`config.mk`:
```
export PLATFORM = sky130hd
export DESIGN_NAME = smx_pipe_ctrl
export DESIGN_NICKNAME = d
export VERILOG_FILES = /design/src/smx_pkg.sv /design/src/smx_pipe_ctrl.sv
export VERILOG_INCLUDE_DIRS = /design/src /design/src/src
export SDC_FILE = /design/constraint.sdc
export NUM_CORES = 1
export LEC_CHECK = 0
export BUFFER_PORTS_ARGS = -buffer_cell sky130_fd_sc_hd__clkbuf_2
export CAP_MARGIN = 15
export CORE_AREA = 2 2 39 41
export DETAILED_ROUTE_END_ITERATION = 8
export DIE_AREA = 0 0 41 43
export HOLD_SLACK_MARGIN = 0.02
export SLEW_MARGIN = 15
export SYNTH_ARGS = -nofsm -noshare
export SYNTH_HDL_FRONTEND = slang
export SYNTH_SLANG_ARGS = --single-unit
```
`constraint.sdc`:
```
create_clock -name clk -period 1.5 [get_ports clk]
set_clock_uncertainty 0.15 [all_clocks]
set_input_delay 0.075 -clock clk [delete_from_list [all_inputs] [get_ports clk]]
set_output_delay 0.075 -clock clk [all_outputs]
set_load 0.03 [all_outputs]
```
`src/servo_mixer_with_rate_damping_defines.svh`:
```
`ifndef SERVO_MIXER_WITH_RATE_DAMPING_DEFINES_SVH
`define SERVO_MIXER_WITH_RATE_DAMPING_DEFINES_SVH

// Concurrent checks clocked on clk and held off during rst.
`define SMX_ASSERT_IMP(lbl, ante, cons, msg) \
  lbl: assert property (@(posedge clk) disable iff (rst) (ante) |-> (cons)) \
    else $error(msg);

`define SMX_ASSERT_NEXT(lbl, ante, cons, msg) \
  lbl: assert property (@(posedge clk) disable iff (rst) (ante) |=> (cons)) \
    else $error(msg);

`endif

```
`src/smx_pkg.sv`:
```
package smx_pkg;

  localparam int STAGES  = 9;
  localparam int CMD_W   = 16;
  localparam int WIDE_W  = 27;  // damped and trimmed commands
  localparam int RUD_W   = 33;  // rudder after autocoordination
  localparam int MIX_W   = 51;  // surface mix products and sums

  // mode_flags bit positions
  localparam int FLAG_ROLL_DAMP  = 0;
  localparam int FLAG_PITCH_DAMP = 1;
  localparam int FLAG_YAW_DAMP   = 2;
  localparam int FLAG_TUNE       = 3;
  localparam int FLAG_AUTOCOORD  = 4;
  localparam int FLAG_THR_TRIM   = 5;
  localparam int FLAG_FLAP_TRIM  = 6;
  localparam int FLAG_ELEVON     = 7;
  localparam int FLAG_FLAPERON   = 8;
  localparam int FLAG_VTAIL      = 9;

  localparam logic [2:0] REG_MODE     = 3'd0;
  localparam logic [2:0] REG_DAMP     = 3'd1;
  localparam logic [2:0] REG_CMD_MIX  = 3'd2;
  localparam logic [2:0] REG_WING_MIX = 3'd3;
  localparam logic [2:0] REG_TAIL_MIX = 3'd4;

  localparam logic [9:0]  MODE_RST     = 10'd0;
  localparam logic [63:0] DAMP_RST     = 64'h2000_0000_0000_0000;
  localparam logic [47:0] CMD_MIX_RST  = 48'h019A_FE66_0800;
  localparam logic [63:0] WING_MIX_RST = 64'h1000_1000_1000_1000;
  localparam logic [31:0] TAIL_MIX_RST = 32'h1000_1000;

  localparam logic [13:0] TUNE_ONE = 14'd4096;
  localparam logic [13:0] TUNE_MAX = 14'd8192;

  typedef struct packed {
    logic signed [15:0] throttle_arm;
    logic signed [15:0] throttle_command;
    logic signed [15:0] aileron_command;
    logic signed [15:0] elevator_command;
    logic signed [15:0] rudder_command;
    logic signed [15:0] flap_command;
    logic signed [15:0] gear_command;
    logic signed [15:0] roll_rate;
    logic signed [15:0] pitch_rate;
    logic signed [15:0] yaw_rate;
    logic signed [15:0] tune_knob;
  } in_t;

  typedef struct packed {
    logic signed [15:0] throttle_out;
    logic signed [15:0] left_surface_out;
    logic signed [15:0] pitch_surface_out;
    logic signed [15:0] yaw_surface_out;
    logic signed [15:0] flap_out;
    logic signed [15:0] gear_out;
  } out_t;

  typedef struct packed {
    logic [9:0]  mode;
    logic [63:0] damp;
    logic [47:0] cmd_mix;
    logic [63:0] wing_mix;
    logic [31:0] tail_mix;
  } cfg_t;

  typedef struct packed {
    logic [STAGES-1:0] load;
    logic [STAGES-1:0] valid;
  } pipe_ctl_t;

  // commands after damping and trim
  typedef struct packed {
    logic                      arm_pos;
    logic signed [CMD_W-1:0]   thr;
    logic signed [WIDE_W-1:0]  ail;
    logic signed [WIDE_W-1:0]  ele;
    logic signed [WIDE_W-1:0]  rud;
    logic signed [CMD_W-1:0]   flp;
    logic signed [CMD_W-1:0]   gear;
  } damp_t;

endpackage

```
`src/smx_pipe_ctrl.sv`:
```
`include "servo_mixer_with_rate_damping_defines.svh"

module smx_pipe_ctrl (
  input  logic              clk,
  input  logic              rst,
  input  logic              in_valid,
  output logic              in_ready,
  output logic              out_valid,
  input  logic              out_ready,
  output smx_pkg::pipe_ctl_t ctl
);
  import smx_pkg::*;

  logic [STAGES-1:0] valid;
  logic [STAGES-1:0] load;

  // a stage loads when it is empty or its successor moves on
  always_comb begin
    load[STAGES-1] = !valid[STAGES-1] || out_ready;
    for (int k = STAGES-2; k >= 0; k--) begin
      load[k] = !valid[k] || load[k+1];
    end
  end

  always_ff @(posedge clk) begin
    if (rst) begin
      valid <= '0;
    end else begin
      if (load[0]) begin
        valid[0] <= in_valid;
      end
      for (int k = 1; k < STAGES; k++) begin
        if (load[k]) begin
          valid[k] <= valid[k-1];
        end
      end
    end
  end

  assign in_ready  = load[0];
  assign out_valid = valid[STAGES-1];
  assign ctl.load  = load;
  assign ctl.valid = valid;

  `SMX_ASSERT_IMP(a_load_chain, 1'b1, ((load >> 1) & ~load) == '0, "stage moved into a held stage")
  `SMX_ASSERT_IMP(a_hold, !$past(rst), ($past(valid & ~load) & ~valid) == '0, "stalled item dropped")
  `SMX_ASSERT_IMP(a_count, !$past(rst), $countones(valid) == $past($countones(valid)) + $past(in_valid && in_ready) - $past(out_valid && out_ready), "item count mismatch")
  `SMX_ASSERT_NEXT(a_drain, out_valid && out_ready && !valid[STAGES-2], !out_valid, "result repeated")

endmodule

```
==> summary.txt <==
STA
  – Max_slew headroom: around three quarters
  – Final setup margin: -0.0296 ns
  – Setup TNS: -0.0585 ns
  – RSZ-0062 raised after global routing: yes
  – Crit share post-route: 102%
  – Crit path time final: 1.53 ns
  – Worst-margin pin slew: about 0.4 ns
  – Maximum clock rate: around 650 MHz
  – Slew Limit Fails: 0
  – Final setup vio count: 2
  – Final-report hold violation count: 0

Setup path
  – Reg-to-reg endpoint: valid[1]$_SDFFE_PP0P_
  – Critical Path, Cell by Cell: and3b_2 -> nand3_4 -> or2_4 -> buf_8
  – Worst EP arrival: about 1.3 ns
  – Family with the most delay on the worst path: simple AND/OR/NAND/NOR gates
  – Slowest CP cell: dfxtp_4
  – Worst-path fanout max: 3
  – CP endpoint kind: output port
  – R2R depth: 4
  – CP bufs+invs: 1
  – Startpoint Class: flip-flop
  – FF-to-FF Start: valid[8]$_SDFFE_PP0P_
  – CP Class: flip-flop to output port
  – CP max stage delay: approximately 0.34 ns
  – R2R Setup Slk: about 0.28 ns
  – CP required: 1.27 ns

Route
  – Number of iterations in the first detailed-routing pass: 4
  – Initial DRC count: 8
  – Via-per-instance ratio: between 4 and 5
  – Final WL: a little over 1000 um
  – Average wire per standard cell: ~11 um
  – Post-route ant nets: 0
  – DR vias: 420
  – # DRC: 0

Global route
  – Largest net degree at the start of global routing: 11
  – All-layer global routing usage: 13.2%
  – First-pass GRT wire length: approximately 1500 um
  – Vias in the first global route: about 380
  – GR Overflow Total: 0
  – Initial antenna violation count: 0

Place
  – Placed Instances: 81
  – DP Worst Slack: between 0.1 and 0.15 ns
  – Port buffer count: 23
  – Post-DP Area: about 540 um2
  – GPL Wtd Cong: 0.720
  – Dpl hpwl: ~680 um

Logic synthesis
  – Top-count cell post-synth: dfxtp_1
  – Main flop type after synthesis: dfxtp_1
  – Mapped Cells: 45
  – Sequential area share after synthesis: approximately 45%
  – Post-synth top cells: dfxtp_1, a21oi_1, inv_1
  – FF+latch count, synth: 9
  – Largest family of logic cells by synthesized area: simple AND/OR/NAND/NOR gates
  – Mapped Area: about 400 um2
  – Yosys warnings: 0
  – Post-synthesis async set-or-reset flop share: 0%
  – Synth cell types: 17
  – Most area-consuming cells after synthesis: dfxtp_1, a21oi_1, nand4_2
  – Xor/xnor share of the synthesized area: 0%
  – EDFF count, synth: 0
  – Cell taking the most area after synthesis: dfxtp_1
  – Syn_area_per_cell: 8.93 um2
  – Synth Area in Compound Gates: between 10% and 20%
  – Top cell type's share of synthesized area: ~45%
  – Multiplexer area fraction after synthesis: 0%
  – Synth Net Count: just under 50
  – Post-Synth Simple-Gate Area: 28.3%
  – Synth Area in Adders: 0%

Floorplanning
  – Initial Utilization: 29.0%
  – Core box area: ~0.0014 mm2
  – Die ar.: approximately 0.0018 mm2
  – Top-Level Pins: 24
  – DIE WIDTH: about 41 um
  – FP Rows: 14
  – Die height: roughly 43 um

Cells and area
  – Synth-to-layout area growth: 81.6%
  – # fillers: ~140
  – Fin util: 52.7%
  – Post-route insts no fill: 93
  – Layout cells sized above 1: roughly two thirds
  – ANT cells: 0
  – Final instance area: roughly 730 um2
  – Max reg flops: 9
  – Final nets: 82
  – Largest Register: valid
  – Biggest regs: valid: 9 flops

Pwr
  – Int Pwr: approximately 0.00035 W
  – Switching Share: approximately a quarter
  – Comb power frac: ~7.7%
  – Switch Pwr: ~0.00011 W
  – Sequential fraction of design power: 51.6%
  – Peak supply drop: approximately 0.45 mV
  – Power density over the cells: between 600 and 700 mW/mm2
  – Leakage power: 0.345 nW
  – Clock power share: approximately 40%

Clock network
  – CTS buffer count: 3
  – TritonCTS clock tree: built
  – CTS root buf: clkbuf_4
  – CTS max path bufs: 2
  – Clock slew at reported path FFs: ~0.06 ns
  – Num Clock Sinks: 9
  – Clk_lat worst skew: roughly 0.26 ns
  – H-Tree Depth: 1

Outcome
  – Result of the run: finished, violations left
  – Failing checks: negative setup slack

Hold path
  – Hold Startpoint: rst
  – Hold Path Stages: 2
  – Hold endpoint: valid[8]$_SDFFE_PP0P_
  – Min-delay worst type: input pin to flip-flop

Flow run
  – Total of max-cap violations: 0
[power by group through the flow]
stage	clock network [W]	logic (W)	registers, W
floorplan	0	0.00000938	0.000256
global placement	0	0.0000272	0.000248
detailed placement	0	0.0000269	0.000248
CTS	0.000194	0.0000351	0.000240
global route	0.000198	0.0000395	0.000241
finish	0.000189	0.0000358	0.000240
[kinds of logic (layout without fill, tap and decap cells)]
group | Yosys count | count (layout)
compound gates | 8 | 8
buf+inv | 11 | 43
flops | 9 | 9
simple gates | 17 | 17
[final cells by class]
class | instances | area, um2 | share of cell area (%)
multi-input cells | 25 | 205 | 28.1
well taps | 16 | 20.0 | 2.74
inverters | 6 | 22.5 | 3.09
repair buffers | 33 | 256 | 35.2
clock buffers | 4 | 26.3 | 3.60
flip-flops and latches | 9 | 199 | 27.3
[placed cells by master, fill, tap and decap left out, drive strengths merged]
cell / netlist / routed
dlymetal6s4s: 0 / 1
a21oi: 7 / 7
and3b: 1 / 1
and2: 1 / 1
nand2b: 2 / 2
nor2: 4 / 4
and3: 1 / 1
dlygate4sd3: 0 / 2
or2: 1 / 1
nand4: 2 / 2
nand3: 2 / 2
nand2: 3 / 3
buf: 4 / 14
clkbuf: 1 / 20
o31ai: 1 / 1
inv: 6 / 6
dfxtp: 9 / 9
[worst max-delay path by stage]
stage	startpoint	to	cells past startpoint
final	valid[8]$_SDFFE_PP0P_	ctl[9]	4
after floorplan	valid[8]$_SDFFE_PP0P_	ctl[9]	5
after global routing	valid[8]$_SDFFE_PP0P_	ctl[9]	4
after detailed placement	valid[8]$_SDFFE_PP0P_	ctl[9]	4
after CTS	valid[7]$_SDFFE_PP0P_	ctl[12]	4
after global placement	valid[8]$_SDFFE_PP0P_	in_ready	4
[what timing repair did]
action / 4_1_cts / 5_1_grt
setup endpoints to repair: 7 / 9
endpoints found under the hold margin: 9 / 0
setup buffers: 6 / 0
hold buffers: 4 / 0
pin swaps: 0 / 2
resized for setup: 12 / 14
[metal layers]
metal | part of all wire, % | global-route usage [%] | vias up
li1 | - | - | 209
met1 | 40 | 16.1 | 186
met2 | 51 | 18.8 | 21
met3 | 5.8 | 3.14 | 4
met4 | 3.2 | 10.0 | 0
met5 | 0 | 0 | -
[stage by stage]
stage | power, W | hold slack (ns)
2_1_floorplan | 0.000265 | 0.0522
3_3_place_gp | 0.000275 | 0.155
3_5_place_dp | 0.000275 | 0.152
4_1_cts | 0.000470 | 0.240
5_1_grt | 0.000478 | 0.238
6_report | 0.000465 | 0.146
Power figures use the tool's default switching activity.
